===== config.mk =====
export PLATFORM = sky130hd
export DESIGN_NAME = base64_stream_codec
export DESIGN_NICKNAME = d
export VERILOG_FILES = /design/src/rtl/b64c_pkg.sv /design/src/rtl/b64c_front.sv /design/src/rtl/b64c_queue.sv /design/src/rtl/b64c_back.sv /design/src/rtl/base64_stream_codec.sv
export SDC_FILE = /design/constraint.sdc
export NUM_CORES = 1
export LEC_CHECK = 0
export BUFFER_PORTS_ARGS = -buffer_cell sky130_fd_sc_hd__buf_2
export CORE_MARGIN = 3
export CORE_UTILIZATION = 45
export CTS_CLUSTER_DIAMETER = 100
export CTS_CLUSTER_SIZE = 16
export DETAILED_ROUTE_END_ITERATION = 16
export PLACE_DENSITY = 0.61
export REMOVE_ABC_BUFFERS = 1
export SYNTH_ARGS = -nofsm -noshare
export SYNTH_HDL_FRONTEND = slang
export SYNTH_SLANG_ARGS = --single-unit

===== constraint.sdc =====
create_clock -name clk -period 10.1 [get_ports clk]
set_input_delay 1.515 -clock clk [delete_from_list [all_inputs] [get_ports clk]]
set_output_delay 1.515 -clock clk [all_outputs]
set_load 0.05 [all_outputs]

===== src/rtl/b64c_pkg.sv =====
package b64c_pkg;

  // Configuration register indexes
  localparam int unsigned CFG_IDX_W = 2;
  localparam logic [CFG_IDX_W-1:0] CFG_DIRECTION = 2'd0;
  localparam logic [CFG_IDX_W-1:0] CFG_PAD_CHAR  = 2'd1;

  // Direction codes
  localparam logic DIR_ENCODE = 1'b0;
  localparam logic DIR_DECODE = 1'b1;

  localparam logic [7:0] PAD_RESET = 8'h3d;  // '='

  // Character codes of the alphabet range bounds
  localparam logic [7:0] CH_UPPER_A = 8'h41;
  localparam logic [7:0] CH_UPPER_Z = 8'h5a;
  localparam logic [7:0] CH_LOWER_A = 8'h61;
  localparam logic [7:0] CH_LOWER_Z = 8'h7a;
  localparam logic [7:0] CH_DIGIT_0 = 8'h30;
  localparam logic [7:0] CH_DIGIT_9 = 8'h39;
  localparam logic [7:0] CH_PLUS    = 8'h2b;
  localparam logic [7:0] CH_SLASH   = 8'h2f;

  // Group queue between front and back
  localparam int unsigned QUEUE_DEPTH = 2;
  localparam int unsigned QPTR_W      = 1;
  localparam int unsigned QCNT_W      = 2;

  // One finished group: up to four result bytes
  typedef struct packed {
    logic [3:0][7:0] data;      // data[0] goes out first
    logic [1:0]      last_idx;  // index of the final beat
    logic            msg_end;
  } grp_t;

  // Map a 6-bit value to its alphabet character
  function automatic logic [7:0] sextet_to_char(input logic [5:0] v);
    logic [7:0] r;
    begin
      if (v < 6'd26) begin
        r = CH_UPPER_A + {2'b00, v};
      end else if (v < 6'd52) begin
        r = CH_LOWER_A + {2'b00, v} - 8'd26;
      end else if (v < 6'd62) begin
        r = CH_DIGIT_0 + {2'b00, v} - 8'd52;
      end else if (v == 6'd62) begin
        r = CH_PLUS;
      end else begin
        r = CH_SLASH;
      end
      return r;
    end
  endfunction

  // Map a character to {valid, 6-bit value}
  function automatic logic [6:0] char_to_sextet(input logic [7:0] c);
    logic [7:0] t;
    logic [6:0] r;
    begin
      t = 8'd0;
      r = 7'd0;
      if (c >= CH_UPPER_A && c <= CH_UPPER_Z) begin
        t = c - CH_UPPER_A;
        r = {1'b1, t[5:0]};
      end else if (c >= CH_LOWER_A && c <= CH_LOWER_Z) begin
        t = c - CH_LOWER_A + 8'd26;
        r = {1'b1, t[5:0]};
      end else if (c >= CH_DIGIT_0 && c <= CH_DIGIT_9) begin
        t = c - CH_DIGIT_0 + 8'd52;
        r = {1'b1, t[5:0]};
      end else if (c == CH_PLUS) begin
        r = {1'b1, 6'd62};
      end else if (c == CH_SLASH) begin
        r = {1'b1, 6'd63};
      end
      return r;
    end
  endfunction

endpackage


===== src/rtl/b64c_front.sv =====
module b64c_front
  import b64c_pkg::*;
(
  input  logic                 clk,
  input  logic                 rst_n,
  input  logic                 cfg_we,
  input  logic [CFG_IDX_W-1:0] cfg_index,
  input  logic [7:0]           cfg_wdata,
  input  logic                 in_valid,
  input  logic [7:0]           in_byte,
  input  logic                 in_message_end,
  input  logic                 q_full,
  output logic                 push,
  output grp_t                 push_grp
);

  logic        direction_r, direction_nxt;
  logic [7:0]  pad_r, pad_nxt;
  logic [23:0] buf_r, buf_nxt;
  logic [1:0]  fill_r, fill_nxt;
  logic        inv_r, inv_nxt;
  logic        twp_r, twp_nxt;

  logic        accept;
  logic        emit;
  logic [1:0]  enc_n;
  logic [23:0] enc_buf, enc_v;
  logic        dec_pad;
  logic [6:0]  dec_sx;
  logic        dec_inv, dec_twp;
  logic [23:0] dec_buf;

  assign accept = in_valid && !q_full;

  // Classify the beat and build the next group state
  always_comb begin
    direction_nxt = direction_r;
    pad_nxt       = pad_r;
    buf_nxt       = buf_r;
    fill_nxt      = fill_r;
    inv_nxt       = inv_r;
    twp_nxt       = twp_r;
    emit          = 1'b0;
    push_grp      = '0;
    push_grp.msg_end = in_message_end;

    enc_buf = {buf_r[15:0], in_byte};
    enc_n   = (fill_r == 2'd2 || fill_r == 2'd3) ? 2'd3 : fill_r + 2'd1;
    case (enc_n)
      2'd1:    enc_v = {enc_buf[7:0], 16'd0};
      2'd2:    enc_v = {enc_buf[15:0], 8'd0};
      default: enc_v = enc_buf;
    endcase

    dec_pad = (fill_r[1] == 1'b1) && (in_byte == pad_r);
    dec_sx  = char_to_sextet(in_byte);
    dec_inv = inv_r || (!dec_pad && !dec_sx[6]);
    dec_twp = (fill_r == 2'd2) ? dec_pad : twp_r;
    dec_buf = {buf_r[17:0], (dec_pad || !dec_sx[6]) ? 6'd0 : dec_sx[5:0]};

    if (accept) begin
      if (direction_r == DIR_ENCODE) begin
        // Gather three bytes, or fewer at a message end, and emit four characters
        buf_nxt = enc_buf;
        if (enc_n != 2'd3 && !in_message_end) begin
          fill_nxt = enc_n;
        end else begin
          emit = 1'b1;
          push_grp.data[0] = sextet_to_char(enc_v[23:18]);
          push_grp.data[1] = sextet_to_char(enc_v[17:12]);
          push_grp.data[2] = (enc_n != 2'd1) ? sextet_to_char(enc_v[11:6]) : pad_r;
          push_grp.data[3] = (enc_n == 2'd3) ? sextet_to_char(enc_v[5:0]) : pad_r;
          push_grp.last_idx = 2'd3;
          buf_nxt  = '0;
          fill_nxt = '0;
          inv_nxt  = 1'b0;
          twp_nxt  = 1'b0;
        end
      end else begin
        // Gather four characters, emit one to three bytes
        buf_nxt = dec_buf;
        inv_nxt = dec_inv;
        twp_nxt = dec_twp;
        if (fill_r != 2'd3) begin
          if (in_message_end) begin
            buf_nxt = '0;
            fill_nxt = '0;
            inv_nxt = 1'b0;
            twp_nxt = 1'b0;
          end else begin
            fill_nxt = fill_r + 2'd1;
          end
        end else begin
          emit = !dec_inv;
          push_grp.data[0] = dec_buf[23:16];
          push_grp.data[1] = dec_buf[15:8];
          push_grp.data[2] = dec_buf[7:0];
          push_grp.data[3] = 8'd0;
          push_grp.last_idx = dec_twp ? 2'd0 : (dec_pad ? 2'd1 : 2'd2);
          buf_nxt  = '0;
          fill_nxt = '0;
          inv_nxt  = 1'b0;
          twp_nxt  = 1'b0;
        end
      end
    end

    // Register writes; a direction change restarts the group
    if (cfg_we) begin
      case (cfg_index)
        CFG_DIRECTION: begin
          direction_nxt = cfg_wdata[0];
          buf_nxt  = '0;
          fill_nxt = '0;
          inv_nxt  = 1'b0;
          twp_nxt  = 1'b0;
        end
        CFG_PAD_CHAR: pad_nxt = cfg_wdata;
        default: ;
      endcase
    end
  end

  assign push = accept && emit;

  always_ff @(posedge clk) begin
    if (!rst_n) begin
      direction_r <= DIR_ENCODE;
      pad_r       <= PAD_RESET;
      buf_r       <= '0;
      fill_r      <= '0;
      inv_r       <= 1'b0;
      twp_r       <= 1'b0;
    end else begin
      direction_r <= direction_nxt;
      pad_r       <= pad_nxt;
      buf_r       <= buf_nxt;
      fill_r      <= fill_nxt;
      inv_r       <= inv_nxt;
      twp_r       <= twp_nxt;
    end
  end

endmodule


===== src/rtl/b64c_queue.sv =====
module b64c_queue
  import b64c_pkg::*;
(
  input  logic              clk,
  input  logic              rst_n,
  input  logic              push,
  input  grp_t              push_grp,
  input  logic              pop,
  output logic              full,
  output logic              empty,
  output grp_t              head,
  output logic [QCNT_W-1:0] count
);

  grp_t              mem_r [QUEUE_DEPTH];
  logic [QPTR_W-1:0] wr_ptr_r, wr_ptr_nxt;
  logic [QPTR_W-1:0] rd_ptr_r, rd_ptr_nxt;
  logic [QCNT_W-1:0] cnt_r, cnt_nxt;

  assign full  = (cnt_r == QCNT_W'(QUEUE_DEPTH));
  assign empty = (cnt_r == '0);
  assign head  = mem_r[rd_ptr_r];
  assign count = cnt_r;

  // Advance pointers and count
  always_comb begin
    wr_ptr_nxt = wr_ptr_r + QPTR_W'(push);
    rd_ptr_nxt = rd_ptr_r + QPTR_W'(pop);
    cnt_nxt    = cnt_r + QCNT_W'(push) - QCNT_W'(pop);
  end

  always_ff @(posedge clk) begin
    if (!rst_n) begin
      wr_ptr_r <= '0;
      rd_ptr_r <= '0;
      cnt_r    <= '0;
    end else begin
      wr_ptr_r <= wr_ptr_nxt;
      rd_ptr_r <= rd_ptr_nxt;
      cnt_r    <= cnt_nxt;
    end
  end

  // Store the group
  always_ff @(posedge clk) begin
    if (push) begin
      mem_r[wr_ptr_r] <= push_grp;
    end
  end

endmodule


===== src/rtl/b64c_back.sv =====
module b64c_back
  import b64c_pkg::*;
(
  input  logic       clk,
  input  logic       rst_n,
  input  logic       q_empty,
  input  grp_t       head,
  output logic       pop,
  output logic       out_valid,
  input  logic       out_stall,
  output logic [7:0] out_byte,
  output logic       out_run_last,
  output logic       out_message_done
);

  logic [1:0] idx_r, idx_nxt;
  logic       beat;
  logic       last;

  assign out_valid        = !q_empty;
  assign last             = (idx_r == head.last_idx);
  assign out_byte         = head.data[idx_r];
  assign out_run_last     = last;
  assign out_message_done = last && head.msg_end;

  assign beat = out_valid && !out_stall;
  assign pop  = beat && last;

  // Step through the beats of the head group
  always_comb begin
    idx_nxt = idx_r;
    if (beat) begin
      idx_nxt = last ? 2'd0 : idx_r + 2'd1;
    end
  end

  always_ff @(posedge clk) begin
    if (!rst_n) begin
      idx_r <= '0;
    end else begin
      idx_r <= idx_nxt;
    end
  end

endmodule


===== src/rtl/base64_stream_codec.sv =====
// Streaming Base64 codec, standard alphabet. Direction 0 encodes: every third byte
// (or a message end) closes a group that leaves as four characters, short groups
// padded with pad_char. Direction 1 decodes: every fourth character closes a group
// that leaves as one to three bytes; groups with a bad character and trailing
// partial groups leave nothing. Input beats are taken one per cycle while the
// two-group queue between the gathering front end and the output stage has room;
// the output stage sends one beat per cycle while out_stall is low, so encoding is
// limited by the single output port, as each three input bytes leave as four
// characters, and decoding takes one character per cycle. A closed group shows its
// first beat at the earliest on the cycle after the beat that closed it, later when
// groups ahead of it are still leaving. Write configuration only while idle;
// changing direction discards any partial group.
module base64_stream_codec
  import b64c_pkg::*;
(
  input  logic                 clk,
  input  logic                 rst_n,
  input  logic                 cfg_we,
  input  logic [CFG_IDX_W-1:0] cfg_index,
  input  logic [7:0]           cfg_wdata,
  input  logic                 in_valid,
  output logic                 in_stall,
  input  logic [7:0]           in_byte,
  input  logic                 in_message_end,
  output logic                 out_valid,
  input  logic                 out_stall,
  output logic [7:0]           out_byte,
  output logic                 out_run_last,
  output logic                 out_message_done
);

  logic              q_full;
  logic              q_empty;
  logic              push;
  logic              pop;
  grp_t              push_grp;
  grp_t              head;
  logic [QCNT_W-1:0] q_count;

  assign in_stall = q_full;

  b64c_front u_front (
    .clk            (clk),
    .rst_n          (rst_n),
    .cfg_we         (cfg_we),
    .cfg_index      (cfg_index),
    .cfg_wdata      (cfg_wdata),
    .in_valid       (in_valid),
    .in_byte        (in_byte),
    .in_message_end (in_message_end),
    .q_full         (q_full),
    .push           (push),
    .push_grp       (push_grp)
  );

  b64c_queue u_queue (
    .clk      (clk),
    .rst_n    (rst_n),
    .push     (push),
    .push_grp (push_grp),
    .pop      (pop),
    .full     (q_full),
    .empty    (q_empty),
    .head     (head),
    .count    (q_count)
  );

  b64c_back u_back (
    .clk              (clk),
    .rst_n            (rst_n),
    .q_empty          (q_empty),
    .head             (head),
    .pop              (pop),
    .out_valid        (out_valid),
    .out_stall        (out_stall),
    .out_byte         (out_byte),
    .out_run_last     (out_run_last),
    .out_message_done (out_message_done)
  );

`ifndef NO_ASSERTIONS
  // Queue never holds more than its depth
  a_q_bound: assert property (@(posedge clk) disable iff (!rst_n)
    q_count <= QCNT_W'(QUEUE_DEPTH))
    else $error("group queue overflow");

  // A group pushed into an empty queue shows up at the output next cycle
  a_push_shows: assert property (@(posedge clk) disable iff (!rst_n)
    push && q_empty |=> out_valid)
    else $error("pushed group not presented");

  // Message end is flagged only on the last beat of a group
  a_done_last: assert property (@(posedge clk) disable iff (!rst_n)
    out_valid && out_message_done |-> out_run_last)
    else $error("message_done without run_last");
`endif

endmodule

# Word-level counts from Yosys, hierarchy flattened
# Memories as Yosys holds them, arrays and structs flattened. A register that Yosys moved wholly into a read port is not among the register bits.
# Index checks and enable logic that the tools add are counted.
[op_classes]
n_addsub = 31
mux = 71
order_cmp = 19
n_reduce_logical = 25
n_eq_ne = 18
[ops]
columns = ["cell", "count"]
rows = [
  ["two-way mux 24 bit", 7],
  ["two-way mux 8 bit", 15],
  ["two-way mux 34 bit", 3],
  ["adder 7 x 6 -> 8 bit (first input constant)", 8],
  ["less-than comparator 6 bit (second input constant)", 8],
  ["case mux 24 bit (2 select lines)", 1],
  ["two-way mux 7 bit", 5],
  ["subtractor 8 x 5 -> 8 bit (second input constant)", 4],
  ["subtractor 8 x 6 -> 8 bit (second input constant)", 4],
  ["adder 6 x 6 -> 7 bit (first input constant)", 4],
  ["two-way mux 26 bit", 1],
  ["equality test 6 bit (second input constant)", 4],
  ["less-than comparator 6 x 5 -> 1 bit (second input constant)", 4],
  ["two-way mux 1 bit", 22],
  ["two-way mux 2 bit", 11],
  ["binary-select mux 8 bit (select 2 bit)", 1],
  ["equality test 8 x 6 -> 1 bit (second input constant)", 2],
  [">= comparator 8 x 7 -> 1 bit (second input constant)", 2],
  ["less-or-equal comparator 8 x 7 -> 1 bit (second input constant)", 2],
  ["two-way mux 3 bit", 4],
  ["subtractor 6 bit (second input constant)", 2],
  ["logical AND 1 bit", 11],
  ["equality test 2 bit (second input constant)", 5],
  ["equality test 8 bit", 1],
  ["other kinds (19)", 33],
]
[word_totals]
memories = 1
inputBits = 24
regBits = 43
mem_bits_rw = 70
[mem_list]
columns = ["name", "depth", "word_bits", "rd", "rd_ports_with_merged_regs", "wr", "line", "rtl"]
rows = [
  ["u_queue.mem_r", 2, 35, 1, 1, 1, "b64c_queue.sv:15", "grp_t mem_r [QUEUE_DEPTH];"],
]

# Longest topological paths before layout
# Gate-level depths: netlist of the first run.
[logic_depth]
depth_word = 16
mapped_depth = 15
mapped_depth_nobuf = 12

# Modules after synthesis
# Synthesis of the first run repeated with hierarchy kept, for this count alone.
[unflattened]
cells_unflattened = 796
area_unflattened_um2 = 7818.7
[modules_own_cells]
columns = ["mod", "seq_area_each_um2", "cells_per_inst", "area_per_inst_um2", "instances"]
rows = [
  ["b64c_front", 620.6, 640, 4578.1, 1],
  ["b64c_queue", 2202.1, 130, 2914.0, 1],
  ["b64c_back", 40.0, 26, 326.6, 1],
]

# Worst setup path after synthesis of the first run
# OpenSTA, ideal clock, no wires.
[synth_timing]
path_kind = "input port to flip-flop"
start = "input in_byte[1]"
end = "memory u_queue.mem_r[0][0] (netlist bit), enable pin"
path_slack_ps = 5574
arrival_time_ps = 4131
t_required_ps = 9704
path_buffers = 3
stages = 12
cell_sequence = "buf_2 -> buf_2 -> inv_1 -> ha_1 -> nor2b_1 -> o21ai_0 -> nand3_2 -> buf_2 -> nand2_1 -> o21ai_0 -> a21oi_1 -> ha_1"
[synth_via]
elab_chain_cells = 16
word_cells_on_any_way = 29
classes_between = "order compare: 6; eq/ne: 3; mux: 10; reduce/logical: 10"
[synth_lines]
columns = ["element", "line", "rtl"]
rows = [
  ["from (decl)", "base64_stream_codec.sv:23", "input logic [7:0] in_byte,"],
  ["branches (longest 7 deep; another with >= comparator 8 x 6 -> 1 bit)", "n/a", ""],
  ["logical AND 1 bit *", "b64c_front.sv:57", "dec_inv = inv_r || (!dec_pad && !dec_sx[6]);"],
  ["logical OR 1 bit *", "b64c_front.sv:57", ""],
  ["logical NOT 1 bit *", "b64c_front.sv:94", "emit = !dec_inv;"],
  ["two-way mux 1 bit *", "b64c_front.sv:84", "if (fill_r != 2'd3) begin"],
  ["two-way mux 1 bit *", "b64c_front.sv:62", "if (direction_r == DIR_ENCODE) begin"],
  ["two-way mux 1 bit *", "b64c_front.sv:61", "if (accept) begin"],
  ["logical AND 1 bit *", "b64c_front.sv:124", "assign push = accept && emit;"],
  ["two-way mux 1 bit *", "b64c_queue.sv:46", "if (push) begin"],
  ["two-way mux 1 bit (not written as such) *", "b64c_queue.sv:47", "mem_r[wr_ptr_r] <= push_grp;"],
  ["to (decl)", "b64c_queue.sv:15", ""],
]
# Mark *: on every way between the ends.

==> summary.txt, run 1 <==
Floorplanning
  • Die width: 139 microns
  • Die area: 19400 sq um
  • Core Region: 17400 sq um
  • Die height: 139 microns
  • I/O pin cnt: 36
  • Initial Util: 46.0%
  • Row count: 48

Run status
  • Status: completed

Power
  • Part of the power in the clock network: 22.3%
  • Worst vdd ir: 142 uV
  • Power, Total: 0.00153 W
  • Comb pwr share: 40.0%
  • Switching Share: 39.5%
  • Pleak: 3.18 nW
  • Net switching power: 0.000603 W
  • Sequential fraction of design power: 37.7%
  • Power per cell area: 178 nW/um^2
  • Int Pwr: 0.000922 W

Timing
  • Worst Max-Slew Pin Slew: 1.25 ns
  • Slew Limit Fails: 0
  • Final hold violations: 0
  • F_max: 232 MHz
  • Final Skew: 0.0109 ns
  • Minimum clock period: 4.31 ns
  • Max-slew headroom: 16.3%
  • Hold_ws: 0.475 ns
  • RSZ-0062 raised after global routing: false
  • TNS Setup: 0 ns
  • Worst setup margin: 5.79 ns
  • Tcrit/Tclk final: 42.7%
  • Endpoints failing setup: 0

Critical path
  • CP cell instances: inv_1, ha_1, buf_4, nor2_2, buf_4, a21oi_1, inv_1, ha_1, a22oi_1, o211ai_2, a311o_1, o31a_1, o21ai_0
  • Crit path required time: 10.19 ns
  • WS Path Type: reg -> reg
  • Worst path slowest cell: ha_1
  • Crit-path max FO: 22
  • Slowest stage delay, CP: 0.66 ns
  • Crit path capture type: register
  • Startpoint Class: register
  • Buf/Inv on CP: 4
  • Critical Path AT: 4.40 ns
  • Top cell family by delay on the critical path: compound AO/OA/AOI/OAI gates

Finish
  • Share of layout cells above drive strength 1: 13.3%
  • Synth-to-layout area growth: 7.08%
  • Final Non-Filler Cells: 1090
  • Most common cell after layout, fill and taps aside: nand2_1
  • Nets: 940
  • Most frequent cells in the layout: nand2_1 (94), edfxtp_1 (70), ha_1 (56)
  • Ant diodes: 0

Synth
  • Post-Synthesis Cells: 858
  • Synth Warn #: 0
  • Syn Std Cell Area: 7980 sq um
  • Share of flip-flops with an asynchronous set or reset: 0%
  • Sequential share of the synthesized area: 35.9%
  • EDFF count, synth: 70
  • Distinct cells, synth: 94
  • Synth Flop Type: edfxtp_1
  • Flops & latches, synth: 108
  • Yosys top cell area share: 26.3%
  • Top post-synthesis cells by area: edfxtp_1 (26%), dfxtp_1 (9.5%), ha_1 (8.8%)
  • Yosys top cell by area: edfxtp_1
  • Mean Syn Cell Area: 9.30 sq um

Clocking
  • CTS tree: yes
  • H-tree levels: 3
  • CTS clk-pin slew, worst paths: 0.08 ns
  • Clock buffer count from CTS: 9
  • Post-CTS sizing: 0
  • Post-CTS Setup Inserts: 0
  • Hold Buf Count CTS: 0
  • Worst-Skew Late Latency: 0.35 ns
  • CTS Buffer Depth: 2
  • Clk sink count: 108
  • Root Buffer: clkbuf_16

Global route
  • Pin count of the biggest net entering global routing: 36
  • First-pass GRT wire length: 34.8 mm
  • Number of global-route vias before repair: 6233
  • Initial antenna violation count: 0
  • GRT Overall Usage: 22.5%
  • Remaining Overflow, GRT: 0

Routing
  • DRC viols: 0
  • Via count: 6705
  • Pre-antenna DRT Iters: 7
  • WL per Instance: 20.3 microns
  • Antenna viol nets, final: 0
  • DRC violation total after the first TritonRoute iteration: 745
  • Final wirelength: 22.1 mm
  • Vias per Instance: 6.15

Place
  • I/O Buffers: 35
  • Worst slack, placed: 5.51 ns
  • DPL Wire Length: 15.9 mm
  • Gpl congestion: 0.940
  • Placed Cells incl. Taps: 1074

Flow run
  • Max-cap violations: 0

Worst hold path
  • Min-delay worst type: reg -> reg
==> layer usage <==
metal  GRT usage, %  share of wire (%)  up-vias
li1               -                  -     3200
met2           34.7                 45      269
met3           4.45                7.9       23
met4           4.38                1.2        0
met5              0                  0        -
met1           33.2                 46     3213
==> kinds of logic after synthesis <==
kind of cell    Yosys count  synth area share, %
fa+ha+maj                56                 8.78
flops                   108                 35.9
buf+inv                  98                 5.16
mux                      30                 6.41
compound gates          238                 21.6
simple gates            299                 19.0
xor+xnor                 29                 3.18
==> tightest hold or removal path: stages, from the launching register on <==
cell and delay (ns):
dfxtp_1 0.32, nand2_1 0.05, a21oi_1 0.05
==> registers in the layout, indices dropped and copies added (netlist names), named ones only <==
name                 flops
u_queue.mem_r           70
u_queue.wr_ptr_r         1
u_front.direction_r      1
u_queue.count            2
u_front.pad_r            8
u_front.fill_r           2
u_front.buf_r           18
u_queue.rd_ptr_r         1
u_front.inv_r            1
u_front.twp_r            1
u_back.idx_r             2
==> power by group through the flow <==
stage,Sequential (W),Combinational (W),Clock (W)
CTS,0.000574,0.000606,0.000346
detailed placement,0.000584,0.000603,0
finish,0.000575,0.000610,0.000341
floorplan,0.000576,0.000438,0
global route,0.000580,0.000664,0.000363
global placement,0.000583,0.000604,0
==> worst paths after layout <==
path                                        start                   end  slack, ns  cells past startpoint
worst max-delay path            u_front.fill_r[1]  u_queue.mem_r[1][21]       5.79                     13
worst min-delay path                u_front.twp_r         u_front.twp_r       0.47                      2
worst max register to register  u_front.fill_r[1]  u_queue.mem_r[1][21]       5.79                     13
worst min register to register      u_front.twp_r         u_front.twp_r       0.47                      2
==> metrics by stage <==
| step | cell area [sq um] | utilization, % |
|---|---|---|
| floorplan | 7750 | - |
| global placement | 8260 | 47.6 |
| detailed placement | 8260 | 47.6 |
| CTS | 8550 | 49.3 |
| global route | 8550 | 49.3 |
| finish | 8550 | 49.3 |
==> synth_stat cells (all sizes together), types with 9 or more instances <==
cell type and number:
ha 56, a21oi 53, nor2b 18, and2 11
a22o 9, clkbuf 31, mux2 9, dfxtp 38
nand3 39, nand2 94, nor2 50, a31oi 11
nand2b 18, inv 46, a221oi 16, o21a 9
nor3 27, o211ai 10, mux4 16, o21ai 44
edfxtp 70, buf 20, xnor2 21, a211oi 12
==> cell type report <==
type,count,area [sq um]
flip-flops and latches,108,2860
multi-input cells,652,4710
repair buffers,42,228
fillers,1596,8810
clock buffers,9,225
well taps,225,282
clock inverters,7,66.3
inverters,47,176
No activity file was read; power rests on OpenSTA's default activity.
==> run 2: changes to the inputs <==
--- a/config.mk
+++ b/config.mk
@@ -11,7 +11,7 @@
 export CTS_CLUSTER_DIAMETER = 100
 export CTS_CLUSTER_SIZE = 16
 export DETAILED_ROUTE_END_ITERATION = 16
-export PLACE_DENSITY = 0.61
+export PLACE_DENSITY = 0.64
 export REMOVE_ABC_BUFFERS = 1
 export SYNTH_ARGS = -nofsm -noshare
 export SYNTH_HDL_FRONTEND = slang
==> constraint.sdc (replaced) <==
create_clock -name clk -period 3.9 [get_ports clk]
set_input_delay 0.585 -clock clk [delete_from_list [all_inputs] [get_ports clk]]
set_output_delay 0.585 -clock clk [all_outputs]
set_load 0.05 [all_outputs]
==> run 2 against run 1 <==
Net effect:
- critical path depth rose by 1
- clock power rose to 2.8 times the previous value
- via count rose by 1.9%
- count of clock-buffer cells in the layout did not move
- sequential cell count did not move
- routed wire length rose by 0.20%
- non-clock buffer count rose by 23
- clock skew fell by 0.0061 ns
- critical endpoint is now u_queue.mem_r[1][13]
- largest cell class unchanged
==> summary.txt, run 2 (synthesis results as in run 1) <==
Finish
  • Number of flip-flops in the largest register: 70 (unchanged)
  • Fin util: 50.5% (+1.2 points)
  • Share of layout cells above drive strength 1: 15.7% (+2.4 points)
  • Area of the multi-input gates: 4710 sq um (unchanged)
  • Synth-to-layout area growth: 9.76%
  • FF+latch area: 2860 sq um (unchanged)
  • Biggest regs: u_queue.mem_r (70), u_front.buf_r (18), u_front.pad_r (8)
  • Most common cell after layout, fill and taps aside: nand2_1
  • Filler instances: 1597 (+0.063%)
  • Top reg by flops: u_queue.mem_r
  • Most frequent cells in the layout: nand2_1 (94), edfxtp_1 (70), ha_1 (56)
  • Ant diodes: 0 (unchanged)
  • Nets: 963 (+2.4%)

Timing
  • Endpoints failing setup: 0 (unchanged)
  • Final hold violations: 0 (unchanged)
  • Slew Limit Fails: 0 (unchanged)
  • Minimum clock period: 3.53 ns (-0.779 ns)
  • F_max: 283 MHz (+22%)
  • Worst Max-Slew Pin Slew: 1.14 ns (-0.107 ns)
  • Max-slew headroom: 23.4% (+7.2 points)
  • RSZ-0062 raised after global routing: false
  • Final Skew: 0.00476 ns (-0.00612 ns)
  • TNS Setup: 0 ns (unchanged)
  • Tcrit/Tclk final: 90.5% (+48 points)
  • Hold_ws: 0.446 ns (-0.0290 ns)

Global route
  • Initial antenna violation count: 1 (+1)
  • Number of global-route vias before repair: 6290 (+0.91%)
  • Remaining Overflow, GRT: 0 (unchanged)
  • Pin count of the biggest net entering global routing: 36 (unchanged)
  • First-pass GRT wire length: 35.4 mm (+1.7%)
  • GRT Overall Usage: 22.7% (+0.19 points)

Critical path
  • Critical Path AT: 3.62 ns (-0.78 ns)
  • CP Launch Point: u_front.fill_r[1]
  • Startpoint Class: register
  • Crit-path max FO: 10 (-55%)
  • WS Path Type: reg -> reg
  • Reg-to-reg critical path startpoint: u_front.fill_r[1]
  • Reg2Reg Depth: 14 (+1)
  • Crit path capture type: register
  • CP endpoint: u_queue.mem_r[1][13]
  • Reg-to-reg endpoint: u_queue.mem_r[1][13]
  • Crit path required time: 3.98 ns (-6.21 ns)
  • Worst reg2reg setup slack: 0.37 ns (-5.42 ns)

Worst hold path
  • Min-delay worst type: in -> reg
  • Hold path depth: 3 (+1)
  • Worst hold start: cfg_wdata[4]

Clocking
  • Worst-Skew Late Latency: 0.35 ns (about the same)
  • Post-CTS sizing: 0 (unchanged)
  • CTS clk-pin slew, worst paths: 0.07 ns (about the same)
  • CTS tree: yes
  • Post-CTS Setup Inserts: 0 (unchanged)
  • Clk sink count: 108 (unchanged)
  • CTS Buffer Depth: 2 (unchanged)
  • Clock buffer count from CTS: 9 (unchanged)
  • Hold Buf Count CTS: 0 (unchanged)
  • Root Buffer: clkbuf_16
  • H-tree levels: 3 (unchanged)

Power
  • Pleak: 3.31 nW (+4.1%)
  • Power per cell area: 461 nW/um^2 (+160%)
  • Power, Total: 0.00404 W (+160%)
  • Worst vdd ir: 408 uV (+190%)

Routing
  • DRC viols: 0 (unchanged)
  • Via count: 6833 (+1.9%)
  • Vias per Instance: 6.14 (-0.20%)
  • Final wirelength: 22.2 mm (+0.20%)
  • DRC violation total after the first TritonRoute iteration: 597 (-20%)
  • Pre-antenna DRT Iters: 6 (-1)
  • WL per Instance: 19.9 microns (-1.9%)
  • Antenna viol nets, final: 0 (unchanged)

Floorplanning
  • Die area: 19400 sq um (unchanged)
  • Die width: 139 microns (unchanged)
  • Initial Util: 46.0% (unchanged)
  • Die height: 139 microns (unchanged)
  • I/O pin cnt: 36 (unchanged)
  • Row count: 48 (unchanged)
  • Core Region: 17400 sq um (unchanged)

Place
  • Gpl congestion: 0.977 (+3.9%)
  • DPL Wire Length: 16.3 mm (+2.4%)
  • I/O Buffers: 35 (unchanged)

Flow run
  • Max-cap violations: 0 (unchanged)

Run status
  • Status: completed
## run 2: layer usage
layer | routed length, microns | vias up | track usage, % | part of all wire [%]
li1 | - | 3235 | - | -
met1 | 10200 | 3292 | 33.7 | 46
met2 | 9950 | 266 | 34.3 | 45
met3 | 1600 | 38 | 4.14 | 7.2
met4 | 458 | 2 | 5.97 | 2.1
met5 | 7 | - | 0 | 0.032
## run 2: through the flow
step | instance area, sq um | cells | setup slack [ns]
floorplan | 7750 | 807 | 0.197
global placement | 8450 | 1097 | 0.379
detailed placement | 8450 | 1097 | 0.371
CTS | 8760 | 1113 | 0.479
global route | 8760 | 1113 | 0.0860
finish | 8760 | 1113 | 0.369
## run 2: final cells by class
| cell class | count | area share (%) |
|---|---|---|
| clock inverters | 7 | 0.942 |
| clock buffers | 9 | 2.57 |
| flip-flops and latches | 108 | 32.7 |
| multi-input cells | 652 | 53.7 |
| repair buffers | 65 | 4.86 |
| well taps | 225 | 3.21 |
| inverters | 47 | 2.01 |
## run 2: critical path, stage by stage (launching register included)
cell	delay (ns)
dfxtp_1	0.33
inv_1	0.16
ha_1	0.41
buf_4	0.20
buf_4	0.16
a22o_1	0.14
a21o_1	0.22
ha_1	0.28
nor2b_1	0.21
buf_4	0.17
nor2_1	0.06
a32o_1	0.19
o21ai_0	0.13
o21ai_0	0.13
o21ai_0	0.44
## run 2: worst min-delay path by stage
stage	endpoint	slack, ns
6_report	u_front.pad_r[4]	0.45
5_1_grt	u_front.pad_r[4]	0.46
4_1_cts	u_front.pad_r[4]	0.43
3_5_place_dp	u_front.twp_r	0.46
3_3_place_gp	u_front.twp_r	0.46
2_1_floorplan	u_front.twp_r	0.45
## run 2: where the power goes
| group | switching (W) | internal [W] |
|---|---|---|
| logic | 0.00104 | 0.000580 |
| clock network | 0.000428 | 0.000511 |
| registers | 0.0000907 | 0.00140 |
| total | 0.00155 | 0.00249 |
